--- src/rtl/accumulation_sample_tracker_defines.svh ---
// Assertion macros for the accumulation sample tracker.
`ifndef ACCUMULATION_SAMPLE_TRACKER_DEFINES_SVH
`define ACCUMULATION_SAMPLE_TRACKER_DEFINES_SVH

`ifndef SYNTHESIS
`define AST_ASSERT_IMPL(label, clk, rst_n, ante, cons) \
  label: assert property (@(posedge clk) disable iff (!rst_n) (ante) |-> (cons)) \
    else $error("assertion failure");
`define AST_ASSERT_NEXT(label, clk, rst_n, ante, cons) \
  label: assert property (@(posedge clk) disable iff (!rst_n) (ante) |=> (cons)) \
    else $error("assertion failure");
`else
`define AST_ASSERT_IMPL(label, clk, rst_n, ante, cons)
`define AST_ASSERT_NEXT(label, clk, rst_n, ante, cons)
`endif

`endif

--- src/rtl/ast_pkg.sv ---
// Types and constants shared by the accumulation sample tracker modules.
package ast_pkg;

  localparam int unsigned CNT_W     = 16;
  localparam int unsigned TAG_W     = 32;
  localparam int unsigned KEY_IN_W  = 64;
  localparam int unsigned CFG_DW    = 32;
  localparam int unsigned CFG_AW    = 3;
  localparam logic [CNT_W-1:0] MAX_SAMPLES_RST = 16'd64;
  localparam logic [0:0] REG_MAX_SAMPLES = 1'b0;

  typedef enum logic [2:0] {
    CMD_CLEAR    = 3'd0,
    CMD_BEGIN    = 3'd1,
    CMD_SUBMIT   = 3'd2,
    CMD_COMPLETE = 3'd3,
    CMD_QUERY    = 3'd4
  } cmd_t;

  typedef struct packed {
    logic [2:0]          cmd;
    logic [KEY_IN_W-1:0] scene_key;
    logic                continuous;
    logic [TAG_W-1:0]    gen_tag;
    logic [CNT_W-1:0]    sample_idx;
  } item_t;

  typedef struct packed {
    logic             ok;
    logic [TAG_W-1:0] gen_out;
    logic [CNT_W-1:0] next_index;
    logic [CNT_W-1:0] done_count;
    logic             busy_res;
  } result_t;

endpackage

--- src/rtl/accumulation_sample_tracker.sv ---
// Top level of the accumulation sample tracker.
// Each command beat gives exactly one result beat, in order. A beat is taken
// into an input register, resolved against the tracker state and written to
// an output register; one beat is taken every cycle while the result side
// keeps draining. The state update of one beat is combinational and is
// registered when the beat is resolved. The sample limit is written through
// the APB-style port at byte address 0.
`include "accumulation_sample_tracker_defines.svh"

module accumulation_sample_tracker
  import ast_pkg::*;
#(
  parameter int unsigned KEY_WIDTH = 64,
  parameter int unsigned GEN_WIDTH = 32
) (
  input  logic              clk,
  input  logic              rst_n,
  input  logic              in_tvalid,
  output logic              in_tready,
  input  logic [119:0]      in_tdata,  // scene_key, continuous, gen_tag, sample_idx, zero pad
  input  logic [2:0]        in_tuser,  // cmd
  output logic              out_tvalid,
  input  logic              out_tready,
  output logic [71:0]       out_tdata, // ok, gen_out, next_index, done_count, busy_res, pad
  input  logic              cfg_psel,
  input  logic              cfg_penable,
  input  logic              cfg_pwrite,
  input  logic [CFG_AW-1:0] cfg_paddr,
  input  logic [CFG_DW-1:0] cfg_pwdata,
  output logic [CFG_DW-1:0] cfg_prdata,
  output logic              cfg_pready
);

  logic             in_valid_r, in_valid_nxt;
  item_t            in_item_r;
  logic             out_valid_r, out_valid_nxt;
  result_t          out_res_r;
  result_t          res;
  logic             adv;
  logic             proc;
  logic             in_fire;
  logic [CNT_W-1:0] max_samples;

  assign adv       = !out_valid_r || out_tready;
  assign proc      = in_valid_r && adv;
  assign in_tready = !in_valid_r || adv;
  assign in_fire   = in_tvalid && in_tready;

  always_comb begin
    in_valid_nxt = in_valid_r;
    if (in_fire) begin
      in_valid_nxt = 1'b1;
    end else if (proc) begin
      in_valid_nxt = 1'b0;
    end
    out_valid_nxt = out_valid_r;
    if (proc) begin
      out_valid_nxt = 1'b1;
    end else if (out_tready) begin
      out_valid_nxt = 1'b0;
    end
  end

  always_ff @(posedge clk) begin
    if (!rst_n) begin
      in_valid_r  <= 1'b0;
      out_valid_r <= 1'b0;
    end else begin
      in_valid_r  <= in_valid_nxt;
      out_valid_r <= out_valid_nxt;
    end
  end

  always_ff @(posedge clk) begin
    if (in_fire) begin
      in_item_r.cmd        <= in_tuser;
      in_item_r.scene_key  <= in_tdata[63:0];
      in_item_r.continuous <= in_tdata[64];
      in_item_r.gen_tag    <= in_tdata[96:65];
      in_item_r.sample_idx <= in_tdata[112:97];
    end
    if (proc) begin
      out_res_r <= res;
    end
  end

  ast_cfg u_cfg (
    .clk         (clk),
    .rst_n       (rst_n),
    .cfg_psel    (cfg_psel),
    .cfg_penable (cfg_penable),
    .cfg_pwrite  (cfg_pwrite),
    .cfg_paddr   (cfg_paddr),
    .cfg_pwdata  (cfg_pwdata),
    .cfg_prdata  (cfg_prdata),
    .cfg_pready  (cfg_pready),
    .max_samples (max_samples)
  );

  ast_core #(
    .KEY_WIDTH (KEY_WIDTH),
    .GEN_WIDTH (GEN_WIDTH)
  ) u_core (
    .clk         (clk),
    .rst_n       (rst_n),
    .proc        (proc),
    .item        (in_item_r),
    .max_samples (max_samples),
    .res         (res)
  );

  assign out_tvalid = out_valid_r;
  assign out_tdata  = {6'd0, out_res_r.busy_res, out_res_r.done_count,
                       out_res_r.next_index, out_res_r.gen_out, out_res_r.ok};

  // input stage holds its beat while the result side is stalled
  `AST_ASSERT_NEXT(a_hold_in, clk, rst_n, in_valid_r && out_valid_r && !out_tready, in_valid_r)
  // a clear leaves an all-zero result
  `AST_ASSERT_NEXT(a_clear_zero, clk, rst_n, proc && (in_item_r.cmd == CMD_CLEAR), out_tvalid && (out_tdata[65:0] == 66'd0))
  // completions never run ahead of submissions
  `AST_ASSERT_IMPL(a_order, clk, rst_n, out_valid_r, out_res_r.done_count <= out_res_r.next_index)

endmodule

--- src/rtl/ast_cfg.sv ---
// APB-style register block holding the sample limit.
module ast_cfg
  import ast_pkg::*;
(
  input  logic              clk,
  input  logic              rst_n,
  input  logic              cfg_psel,
  input  logic              cfg_penable,
  input  logic              cfg_pwrite,
  input  logic [CFG_AW-1:0] cfg_paddr,
  input  logic [CFG_DW-1:0] cfg_pwdata,
  output logic [CFG_DW-1:0] cfg_prdata,
  output logic              cfg_pready,
  output logic [CNT_W-1:0]  max_samples
);

  logic [CNT_W-1:0] max_samples_r;
  logic [CNT_W-1:0] max_samples_nxt;
  logic             wr_en;
  logic             sel_max;

  assign cfg_pready = 1'b1;
  assign sel_max    = (cfg_paddr[CFG_AW-1] == REG_MAX_SAMPLES);
  assign wr_en      = cfg_psel & cfg_penable & cfg_pwrite & cfg_pready & sel_max;

  always_comb begin
    max_samples_nxt = max_samples_r;
    if (wr_en) begin
      max_samples_nxt = cfg_pwdata[CNT_W-1:0];
    end
  end

  always_ff @(posedge clk) begin
    if (!rst_n) begin
      max_samples_r <= MAX_SAMPLES_RST;
    end else begin
      max_samples_r <= max_samples_nxt;
    end
  end

  always_comb begin
    cfg_prdata = '0;
    if (sel_max) begin
      cfg_prdata = CFG_DW'(max_samples_r);
    end
  end

  assign max_samples = max_samples_r;

endmodule

--- src/rtl/ast_core.sv ---
// Tracker state and the combinational command update.
module ast_core
  import ast_pkg::*;
#(
  parameter int unsigned KEY_WIDTH = 64,
  parameter int unsigned GEN_WIDTH = 32
) (
  input  logic             clk,
  input  logic             rst_n,
  input  logic             proc,
  input  item_t            item,
  input  logic [CNT_W-1:0] max_samples,
  output result_t          res
);

  localparam int unsigned CMP_W = (GEN_WIDTH > TAG_W) ? GEN_WIDTH : TAG_W;

  logic [KEY_WIDTH-1:0] key_r, key_nxt;
  logic [GEN_WIDTH-1:0] gen_r, gen_nxt;
  logic [CNT_W-1:0]     sub_r, sub_nxt;
  logic [CNT_W-1:0]     comp_r, comp_nxt;
  logic                 act_r, act_nxt;
  logic                 ok;

  logic [KEY_WIDTH-1:0] key_in;
  logic                 changed;
  logic [CNT_W-1:0]     sub_b, comp_b;
  logic                 again;
  logic                 tag_match;
  logic [CNT_W-1:0]     comp_inc;

  assign key_in    = item.scene_key[KEY_WIDTH-1:0];
  assign changed   = (key_in != key_r);
  assign sub_b     = changed ? '0 : sub_r;
  assign comp_b    = changed ? '0 : comp_r;
  assign again     = item.continuous && (comp_b >= max_samples) && (sub_b == comp_b);
  assign tag_match = (CMP_W'(item.gen_tag) == CMP_W'(gen_r));
  assign comp_inc  = comp_r + CNT_W'(1);

  always_comb begin
    key_nxt  = key_r;
    gen_nxt  = gen_r;
    sub_nxt  = sub_r;
    comp_nxt = comp_r;
    act_nxt  = act_r;
    ok       = 1'b0;
    case (cmd_t'(item.cmd))
      CMD_CLEAR: begin
        key_nxt  = '0;
        gen_nxt  = '0;
        sub_nxt  = '0;
        comp_nxt = '0;
        act_nxt  = 1'b0;
      end
      CMD_BEGIN: begin
        if (changed || again) begin
          key_nxt  = key_in;
          gen_nxt  = gen_r + GEN_WIDTH'(changed) + GEN_WIDTH'(again);
          sub_nxt  = '0;
          comp_nxt = '0;
          act_nxt  = 1'b0;
          ok       = 1'b1;
        end
      end
      CMD_SUBMIT: begin
        if (tag_match && (item.sample_idx == sub_r) && (item.sample_idx < max_samples)) begin
          sub_nxt = sub_r + CNT_W'(1);
          act_nxt = item.continuous || (comp_r < max_samples);
          ok      = 1'b1;
        end
      end
      CMD_COMPLETE: begin
        if (!tag_match) begin
          ok = 1'b1;
        end else if ((item.sample_idx == comp_r) && (item.sample_idx < sub_r)) begin
          comp_nxt = comp_inc;
          act_nxt  = item.continuous || (comp_inc < max_samples);
          ok       = 1'b1;
        end
      end
      CMD_QUERY: begin
        ok = (sub_r < max_samples);
      end
      default: begin
        ok = 1'b0;
      end
    endcase
  end

  always_ff @(posedge clk) begin
    if (!rst_n) begin
      key_r  <= '0;
      gen_r  <= '0;
      sub_r  <= '0;
      comp_r <= '0;
      act_r  <= 1'b0;
    end else if (proc) begin
      key_r  <= key_nxt;
      gen_r  <= gen_nxt;
      sub_r  <= sub_nxt;
      comp_r <= comp_nxt;
      act_r  <= act_nxt;
    end
  end

  always_comb begin
    res.ok         = ok;
    res.gen_out    = TAG_W'(gen_nxt);
    res.next_index = sub_nxt;
    res.done_count = comp_nxt;
    res.busy_res   = act_nxt;
  end

endmodule
--- config.mk ---
export PLATFORM = sky130hd
export DESIGN_NAME = accumulation_sample_tracker
export DESIGN_NICKNAME = d
export VERILOG_FILES = /design/src/rtl/ast_pkg.sv /design/src/rtl/accumulation_sample_tracker.sv /design/src/rtl/ast_cfg.sv /design/src/rtl/ast_core.sv
export VERILOG_INCLUDE_DIRS = /design/src /design/src/rtl
export SDC_FILE = /design/constraint.sdc
export NUM_CORES = 1
export LEC_CHECK = 0
export BUFFER_PORTS_ARGS = -buffer_cell sky130_fd_sc_hd__buf_2
export CAP_MARGIN = 20
export CORE_ASPECT_RATIO = 1.5
export CORE_UTILIZATION = 48
export DETAILED_ROUTE_END_ITERATION = 6
export HOLD_SLACK_MARGIN = 0.02
export PLACE_DENSITY = 0.69
export SYNTH_ARGS = -nofsm -noshare
export SYNTH_HDL_FRONTEND = slang
export SYNTH_SLANG_ARGS = --single-unit
export TNS_END_PERCENT = 100
--- constraint.sdc ---
create_clock -name clk -period 10.14 [get_ports clk]
set_input_delay 1.014 -clock clk [delete_from_list [all_inputs] [get_ports clk]]
set_output_delay 1.014 -clock clk [all_outputs]
set_load 0.01 [all_outputs]
== Word-level counts from Yosys, hierarchy flattened ==
Index checks and enable logic that the tools add are counted.

* Output and inout port bits: 107
* Logic and storage cells: 89
* Bits in latches: 0
* Memories kept: 0
* ROM bits: 0
* Flip-flop bits (word level): 329
* Input port bits: 165
* Bits in writable memories: 0

* Bitwise logic cells: 4
* Add/sub/neg operators: 4
* Div/mod/pow operators: 0
* Reduce and logical (&&, ||, !) cells: 19
* Multiply operators: 0
* Eq/ne operators: 10
* Magnitude comparators: 6
* Multiplexer cells: 28
* Shift operators: 0

{| class="wikitable"
|+ Operators by type and width
! cell !! count
|-
| 16-bit two-way mux || 8
|-
| 64-bit one-hot mux with 2 select lines || 1
|-
| 16-bit one-hot mux with 3 select lines || 2
|-
| 16-bit < comparator || 5
|-
| 32-bit by 1-bit adder with 32-bit output || 2
|-
| 64-bit two-way mux || 1
|-
| 64-bit != test || 1
|-
| 32-bit one-hot mux with 2 select lines || 1
|-
| 16-bit equality test || 3
|-
| 16-bit by 1-bit adder with 16-bit output, second input constant || 2
|-
| 32-bit equality test || 1
|-
| 32-bit two-way mux || 1
|-
| 16-bit greater-or-equal comparator || 1
|-
| 1-bit two-way mux || 12
|-
| 1-bit one-hot mux with 4 select lines || 2
|-
| 1-bit logical AND || 7
|-
| 3-bit by 2-bit equality test with 1-bit output, second input constant || 2
|-
| 2-bit nonzero test || 3
|-
| 1-bit logical OR || 5
|-
| 1-bit AND || 3
|-
| 3-bit by 1-bit equality test with 1-bit output, second input constant || 1
|-
| 3-bit equality test, second input constant || 1
|-
| 3-bit logical NOT || 1
|-
| 3-bit AND reduction || 1
|-
| 3 further kinds || 4
|}

== Depth between registers and ports, before layout ==
Gate-level depths: netlist of run 1.

* Depth in word-level cells: 8
* Gate-level depth with buffers: 23

== By module ==
Synthesis of run 1 repeated with hierarchy kept, for this count alone.

* Cell total of the unflattened synthesis: 1,747
* Area total of the unflattened synthesis: 17,494.3 um^2

{| class="wikitable"
|+ Modules (own cells, without submodules)
! module !! sequential area each (um^2) !! instances !! cells each !! area each (um^2)
|-
| ast_core || 2,582.5 || 1 || 1,443 || 10,964.3
|-
| accumulation_sample_tracker || 5,505.3 || 1 || 198 || 5,617.9
|-
| ast_cfg || 320.3 || 1 || 106 || 912.1
|}

== Worst setup path before layout of run 1 ==
No wires, ideal clock.

* Path kind: reg-to-reg
* Start point: reg in_item_r[56] (netlist name)
* End point: reg u_core.gen_r[26]
* Arrival: 4.500 ns
* Path slack: 5.565 ns
* Period minus slack after synthesis: 4.575 ns
* Path buffers: 2
* Data required time: 10.066 ns
* Stages on the path, launching flop included: 23
* Cell sequence: edfxtp_1 > xnor2_1 > nand4_1 > nor4_1 > and4_1 > clkbuf_1 > nand2_1 > ha_1 > nor2b_1 > o21ai_0 > a31oi_1 > o21a_1 > a21oi_1 > fa_1 > ha_1 > nand3_1 > nor4_1 > and2_0 > nor2b_1 > clkbuf_1 > nand4b_1 > or3_1 > a31oi_1

* Cells in the longest elaborated chain, start to end: 8
* Elaborated cells between the ends (all ways): 12
* Classes of those cells: add/sub (2); order compare (1); eq/ne (2); mux (4); reduce/logical (3)

{| class="wikitable"
|+ RTL lines
! element !! line !! source
|-
| start, declared || accumulation_sample_tracker.sv:35 || <nowiki>item_t in_item_r;</nowiki>
|-
| 64-bit != test * || ast_core.sv:33 || <nowiki>assign changed = (key_in != key_r);</nowiki>
|-
| 16-bit two-way mux || ast_core.sv:35 || <nowiki>assign comp_b = changed ? '0 : comp_r;</nowiki>
|-
| 16-bit greater-or-equal comparator || ast_core.sv:36 || <nowiki>assign again = item.continuous && (comp_b >= max_samples) && (sub_b == comp_b);</nowiki>
|-
| 1-bit logical AND (2 in series) || ast_core.sv:36 ||
|-
| 32-bit by 1-bit adder with 32-bit output or 1-bit logical OR (tied branches) || ast_core.sv:58, ast_core.sv:56 ||
|-
| 32-bit two-way mux * || ast_core.sv:56 || <nowiki>if (changed || again) begin</nowiki>
|-
| 32-bit one-hot mux with 2 select lines * || ast_core.sv:47 || <nowiki>case (cmd_t'(item.cmd))</nowiki>
|-
| end signal, assigned || ast_core.sv:99 || <nowiki>gen_r <= gen_nxt;</nowiki>
|-
| end, declared || ast_core.sv:19 || <nowiki>logic [GEN_WIDTH-1:0] gen_r, gen_nxt;</nowiki>
|}

Mark *: on every way between the ends. The rest lies on a longest branch, timed or not.
A chain may end at the register's enable or synchronous reset.

== Worst setup path in the final report of run 1 ==
* Start point: reg in_item_r[111] (netlist name)
* End point: reg u_core.gen_r[30]

The elaborated chain is that of the path after synthesis.

==> reports/metrics.yaml, run 1 <==
cts_root_buf: "sky130_fd_sc_hd__clkbuf_16"
dp_hpwl_um: 34800
clock_tree.buffer_depth: 3
post_cts.repair.setup_buffers: 0
netlist_area_um2: 17300
setup_ws_ns: 3.67
critical_path_buf_inv_count: 1
worst_path_dominant_cell_family: "simple AND/OR/NAND/NOR gates"
worst_slew_margin_rel_pct: 22.0
fp.coreArea_um2: 35300
gp_routability_congestion: 0.935
cts_hold_buf: 0
cts_inserted_buffers: 34
edff_count_synth: 182
synth_flop_type: "sky130_fd_sc_hd__edfxtp_1"
grt_first_pass_wirelength_um: 74000
pin_count: 272
worst-endpoint-arrival_ns: 6.90
final_nets: 2190
cap_viol_max_count: 0
critPathMaxFanout: 11
area_growth_pct: 13.9
synth_most_common_cell: "sky130_fd_sc_hd__nand2_1"
path_cells: "xnor2_1, nand4_1, nor4_1, and4_1, inv_1, nor2_1, ha_1, nand2_1, o21ai_0, a31oi_1, o21a_1, a21oi_1, fa_1, ha_1, nand3_1, nor4_1, and2_0, nor2b_1, nand4_1, or3_1, a31oi_1"
viasPerCell: 5.82
syn_inst: 1767
final_count_of_hold_timing_violations: 0
timing.critical_path.to_type: "register"
detail_route.wl_per_cell_um: 20.3
critical_path.slowest_cell: "sky130_fd_sc_hd__and4_1"
clock_h_tree_levels: 2
dr_total_vias: 14100
ys_seq_elements: 329
netlist_top_cells_count: "190 x sky130_fd_sc_hd__nand2_1, 182 x sky130_fd_sc_hd__edfxtp_1, 167 x sky130_fd_sc_hd__a21oi_1"
final_antenna_net_count: 0
numPortBuffers: 223
synth_largest_type_area_fraction_pct: 31.6
setup-tns-final_ns: 0
via_count_of_the_first_global_routing_pass: 13300
overflow: 0
synthDominantAreaCellType: "sky130_fd_sc_hd__edfxtp_1"
fmaxAchievable_mhz: 155
yosysUniqueCellTypes: 71
rsz0062_at_grt: "false"
n_fill_cell: 3179
routed_wl_um: 49300
detail_route.drc_violations: 0
syn_avg_cell_area_um2: 9.79
grtUsageMet1_pct: 29.5
hold_path.class: "register to register"
synthTopCellsByArea: "sky130_fd_sc_hd__edfxtp_1 32%, sky130_fd_sc_hd__dfxtp_1 17%, sky130_fd_sc_hd__ha_1 6.9%, sky130_fd_sc_hd__xnor2_1 6.1%, sky130_fd_sc_hd__a21oi_1 4.8%"
post_cts_resized: 0
worst_pin_slew_ns: 1.17
area.sequential_um2: 8410
max_stage_delay_ns: 0.60
cts.sinks: 329
grt.busiest_layer: "met2"
dieWidth_um: 157
power.density_nw_per_um2: 149
drive_gt1_share_pct: 16.4
drt-pass1-iter-count: 6
path_clk_slew_ns: 0.07
track_usage_pct: 26.7
timing.critical_path.required_ns: 10.58
multi_input_comb_area_um2: 8120
timing.critical_path.from_type: "register"
fraction_of_synthesis_flops_using_an_asynchronous_set_or_reset_pin_pct: 0
grt_util_met3_pct: 3.37
synth-warning-count: 0
preCtsSetupSlack_ns: 3.88
timing.clock.skew_ns: 0.0273
vdd_ir_max_mv: 0.141
dieArea_um2: 36800
chipHeight_um: 234
timing.final.crit_period_ns: 6.47
finalSetupViolations: 0
run_status: "finished clean"
setup.worst_path.class: "register to register"
total_leakage_power_nw: 7.23
dr.first_iter.drc_count: 1052
global_route_track_usage_on_met2_pct: 48.9
finalCritPeriodShare_pct: 63.8
clkLatencyLatePin_ns: 0.54
rows: 84
regToRegSetupSlack_ns: 3.67
grt_start_max_net_pins: 99
grt_antenna_before_repair: 2
synth-seq-area-share_pct: 48.6
start_util_pct: 49.0
clock_tree_from_tritoncts: "built"
final_max_slew_viol_count: 0
==> worst register-to-register path: cells and delay by family, from the launching register on <==
family | cells | cell delay (ns)
buffers and inverters | 1 | 0.39
adder cells (fa/ha/maj) | 3 | 0.63
XOR/XNOR | 1 | 0.26
flip-flops | 1 | 0.41
AO/OA/AOI/OAI | 5 | 0.98
AND/OR/NAND/NOR | 11 | 3.72
==> cell type report <==
class	instances	share of cell area [%]
Sequential cell	329	42.7
Multi-Input combinational cell	1267	41.3
Timing Repair Buffer	237	6.20
Clock buffer	45	4.79
Tap cell	473	3.01
Inverter	60	1.16
Clock inverter	17	0.864
Antenna cell	1	0.0127
==> per-layer routing <==
metal / part of all wire (%) / up-vias
met2: 52 / 537
met4: 5.5 / 2
met3: 5.2 / 137
met1: 37 / 6752
met5: 0.016 / -
li1: - / 6719
==> power by group <==
group          total [W]  internal [W]  leakage [nW]  switching (W)
Clock            0.00126      0.000716         0.554       0.000544
Combinational   0.000194     0.0000703          3.75       0.000124
Sequential       0.00148       0.00145          2.92      0.0000270
Total            0.00293       0.00224          7.23       0.000695
==> worst paths after layout <==
check | start | endpoint | depth (start not counted)
setup reg to reg | in_item_r[111] | u_core.gen_r[30] | 21
hold reg to reg | u_cfg.max_samples[3] | u_cfg.max_samples[3] | 2
setup / recovery | in_item_r[111] | u_core.gen_r[30] | 21
hold / removal | u_cfg.max_samples[3] | u_cfg.max_samples[3] | 2
==> through the flow <==
stage                     instance area (µm²)  power, W  util (%)  instances  hold WS (ns)
after floorplan                         17400   0.00162         -       1788         0.436
after global placement                  18600   0.00170      52.6       2366         0.442
after detailed placement                18600   0.00170      52.6       2366         0.447
after CTS                               19700   0.00296      55.7       2428         0.456
after global routing                    19700   0.00303      55.7       2429         0.470
final                                   19700   0.00293      55.7       2429         0.456
==> logic make-up after synthesis <==
logic type               count (synthesis)  synth area share (%)
XOR/XNOR                               151                  7.95
AND/OR/NAND/NOR                        587                  16.9
adder cells (fa/ha/maj)                 96                  6.99
other                                    2                0.0434
AO/OA/AOI/OAI                          406                  14.1
multiplexers                             4                 0.246
flip-flops                             329                  48.6
buffers and inverters                  192                  5.11
==> cell usage in the layout (no fill, tap or decap), drive strengths merged, types with 45 or more instances in the layout <==
master,n
nor2,74
clkbuf,45
nand3,113
inv,62
xnor2,128
nand2,191
buf,237
nand4,51
ha,95
dfxtp,147
a21oi,167
o21ai,79
edfxtp,182
==> registers in the layout, indices dropped and copies added (netlist names) <==
| register | flops |
|---|---|
| in_item_r | 116 |
| out_tdata | 66 |
| u_core.key_r | 64 |
| u_core.gen_r | 32 |
| u_cfg.max_samples | 16 |
| u_core.comp_r | 16 |
| u_core.sub_r | 16 |
| in_valid_r | 1 |
| out_tvalid | 1 |
| u_core.act_r | 1 |
Note: power is estimated with default switching activity, not from simulation.
==> inputs of run 2 (changes only) <==
Clock period 10.14 ns to 6.55 ns, I/O delays scaled along.
==> reports/metrics.yaml, run 2 (synthesized netlist as in run 1, its figures left out) <==
routed_wl_um: 49300  # about the same
multi_input_comb_area_um2: 8120  # about the same
timing.clock.skew_ns: 0.0122  # -0.0151 ns
setup.worst_path.class: "register to register"
timing.critical_path.from_type: "register"
area_growth_pct: 13.9  # about the same
commonest_non_fill_non_tap_cells_in_the_layout: "223 x sky130_fd_sc_hd__buf_2, 190 x sky130_fd_sc_hd__nand2_1, 182 x sky130_fd_sc_hd__edfxtp_1, 165 x sky130_fd_sc_hd__a21oi_1, 147 x sky130_fd_sc_hd__dfxtp_1"
switching_power_total_w: 0.00105  # +52%
detail_route.drc_violations: 0  # unchanged
total_leakage_power_nw: 7.24  # +0.11%
most_common_cell_after_layout_fill_and_taps_aside: "sky130_fd_sc_hd__buf_2"
overflow: 0  # unchanged
timing.final.crit_period_ns: 5.63  # -0.833 ns
timing.critical_path.required_ns: 7.00  # -3.58 ns
clkLatencyLatePin_ns: 0.53  # about the same
dr_total_vias: 14000  # -0.75%
fp.coreArea_um2: 35300  # unchanged
drive_gt1_share_pct: 16.3  # -0.058 points
final_count_of_hold_timing_violations: 0  # unchanged
worst_r2r_start: "in_item_r[111]"
worst_pin_slew_ns: 1.13  # -0.0453 ns
rows: 84  # unchanged
dp_hpwl_um: 34900  # +0.48%
track_usage_pct: 26.8  # +0.11 points
final_antenna_net_count: 0  # unchanged
grt_start_max_net_pins: 87  # -12%
via_count_of_the_first_global_routing_pass: 13300  # -0.12%
finalCritPeriodShare_pct: 86.0  # +22 points
timing.critical_path.to_type: "register"
final_nets: 2197  # +0.32%
pin_count: 272  # unchanged
clock_h_tree_levels: 2  # unchanged
dieWidth_um: 157  # unchanged
n_fill_cell: 3206  # +0.85%
worstHoldEndpoint: "in_item_r[97]"
rsz0062_at_grt: "false"
worst-endpoint-arrival_ns: 6.09  # -0.81 ns
comb_power_share_pct: 6.6  # about the same
clock_power_share_pct: 42.2  # -0.7 points
grt_antenna_before_repair: 3  # +1
path_clk_slew_ns: 0.06  # about the same
cts_hold_buf: 0  # unchanged
dr.first_iter.drc_count: 1124  # +6.8%
chipHeight_um: 234  # unchanged
hold_path.startpoint: "in_tdata[48]"
placement.cell_area_um2: 18600  # +0.28%
regToRegSetupSlack_ns: 0.92  # -2.76 ns
drt-pass1-iter-count: 6  # unchanged
area.sequential_um2: 8410  # unchanged
fmaxAchievable_mhz: 178  # +15%
start_util_pct: 49.0  # unchanged
cts_root_buf: "sky130_fd_sc_hd__clkbuf_16"
viasPerCell: 5.76  # -1.1%
power.density_nw_per_um2: 228  # +53%
grt_first_pass_wirelength_um: 74500  # +0.75%
run_status: "finished clean"
gp_routability_congestion: 0.955  # +2.1%
cap_viol_max_count: 0  # unchanged
switching_share_pct: 23.5  # -0.20 points
cts.sinks: 329  # unchanged
largest_register_ff_count: 116  # unchanged
dp.cells: 2373  # +0.30%
setup-tns-final_ns: 0  # unchanged
largest_register: "in_item_r"
worst_slew_margin_rel_pct: 24.7  # +2.7 points
critPathMaxFanout: 11  # unchanged
post_layout_nonfiller_instances: 2437  # +0.33%
post_cts.repair.setup_buffers: 0  # unchanged
vdd_ir_max_mv: 0.223  # +57%
p_seq_share_pct: 51.1  # +0.7 points
clock_tree.buffer_depth: 3  # unchanged
post_cts_resized: 0  # unchanged
cts_inserted_buffers: 34  # unchanged
dieArea_um2: 36800  # unchanged
worst_r2r_endpoint: "u_core.gen_r[30]"
worstHoldPathCells: 1  # -1
timing.reg2reg.worst_path_depth: 21  # unchanged
cell_internal_power_dissipation_w: 0.00343  # +53%
numPortBuffers: 223  # unchanged
hold_path.class: "primary input to register"
final_max_slew_viol_count: 0  # unchanged
finalSetupViolations: 0  # unchanged
post-route-cell-area_um2: 19700  # about the same
detail_route.wl_per_cell_um: 20.2  # -0.39%
clock_tree_from_tritoncts: "built"
run 2: worst max path at each step:
stage	from	endpoint	slack [ns]	cells after the start
floorplan	in_item_r[56]	u_core.gen_r[26]	1.98	22
global placement	in_item_r[49]	u_core.gen_r[30]	1.13	21
detailed placement	in_item_r[49]	u_core.gen_r[30]	1.02	21
CTS	in_item_r[111]	u_core.gen_r[30]	0.98	21
global route	in_item_r[111]	u_core.gen_r[30]	0.44	22
finish	in_item_r[111]	u_core.gen_r[30]	0.92	21
run 2: layout make-up:
cell class / instances / share of cell area, %
flip-flops and latches: 329 / 42.7
clock buffers: 48 / 4.69
multi-input cells: 1267 / 41.2
clock inverters: 14 / 0.737
diodes: 2 / 0.0254
repair buffers: 244 / 6.47
well taps: 473 / 3.00
inverters: 60 / 1.16
run 2: stage by stage:
| stage | hold slack, ns | utilization [%] | setup slack (ns) | total power (W) |
|---|---|---|---|---|
| after global routing | 0.281 | 55.8 | 0.442 | 0.00462 |
| after CTS | 0.272 | 55.8 | 0.979 | 0.00453 |
| after global placement | 0.441 | 52.7 | 1.13 | 0.00263 |
| after detailed placement | 0.446 | 52.7 | 1.02 | 0.00264 |
| after floorplan | 0.436 | - | 1.98 | 0.00251 |
| final | 0.291 | 55.8 | 0.918 | 0.00449 |
run 2: metal layers:
layer | GRT usage, % | share of wire [%] | vias to the layer above
li1 | - | - | 6741
met5 | 0 | 0.024 | -
met4 | 17.0 | 6.6 | 2
met1 | 29.9 | 38 | 6653
met3 | 3.26 | 4.8 | 145
met2 | 48.4 | 51 | 500
run 2: critical path, stage by stage (launching register included):
cell                        delay, ns
sky130_fd_sc_hd__edfxtp_1        0.41
sky130_fd_sc_hd__xnor2_1         0.27
sky130_fd_sc_hd__nand4_1         0.13
sky130_fd_sc_hd__nor4_1          0.28
sky130_fd_sc_hd__and4_1          0.27
sky130_fd_sc_hd__inv_1           0.25
sky130_fd_sc_hd__nor2_1          0.18
sky130_fd_sc_hd__ha_1            0.17
sky130_fd_sc_hd__and4_1          0.22
sky130_fd_sc_hd__o2111ai_1       0.14
sky130_fd_sc_hd__o21a_1          0.26
sky130_fd_sc_hd__a21oi_1         0.18
sky130_fd_sc_hd__fa_1            0.24
sky130_fd_sc_hd__ha_1            0.23
sky130_fd_sc_hd__nand3_1         0.24
sky130_fd_sc_hd__nor4_1          0.31
sky130_fd_sc_hd__buf_4           0.18
sky130_fd_sc_hd__and2_0          0.29
sky130_fd_sc_hd__nor2b_1         0.52
sky130_fd_sc_hd__nand4_1         0.24
sky130_fd_sc_hd__or3_1           0.36
sky130_fd_sc_hd__a31oi_1         0.17
run 2: power groups by stage:
| stage | logic (W) | registers, W | clock network, W |
|---|---|---|---|
| after floorplan | 0.000176 | 0.00234 | 0 |
| after global routing | 0.000328 | 0.00230 | 0.00200 |
| after detailed placement | 0.000297 | 0.00234 | 0 |
| after global placement | 0.000291 | 0.00234 | 0 |
| final | 0.000298 | 0.00229 | 0.00190 |
| after CTS | 0.000299 | 0.00229 | 0.00193 |
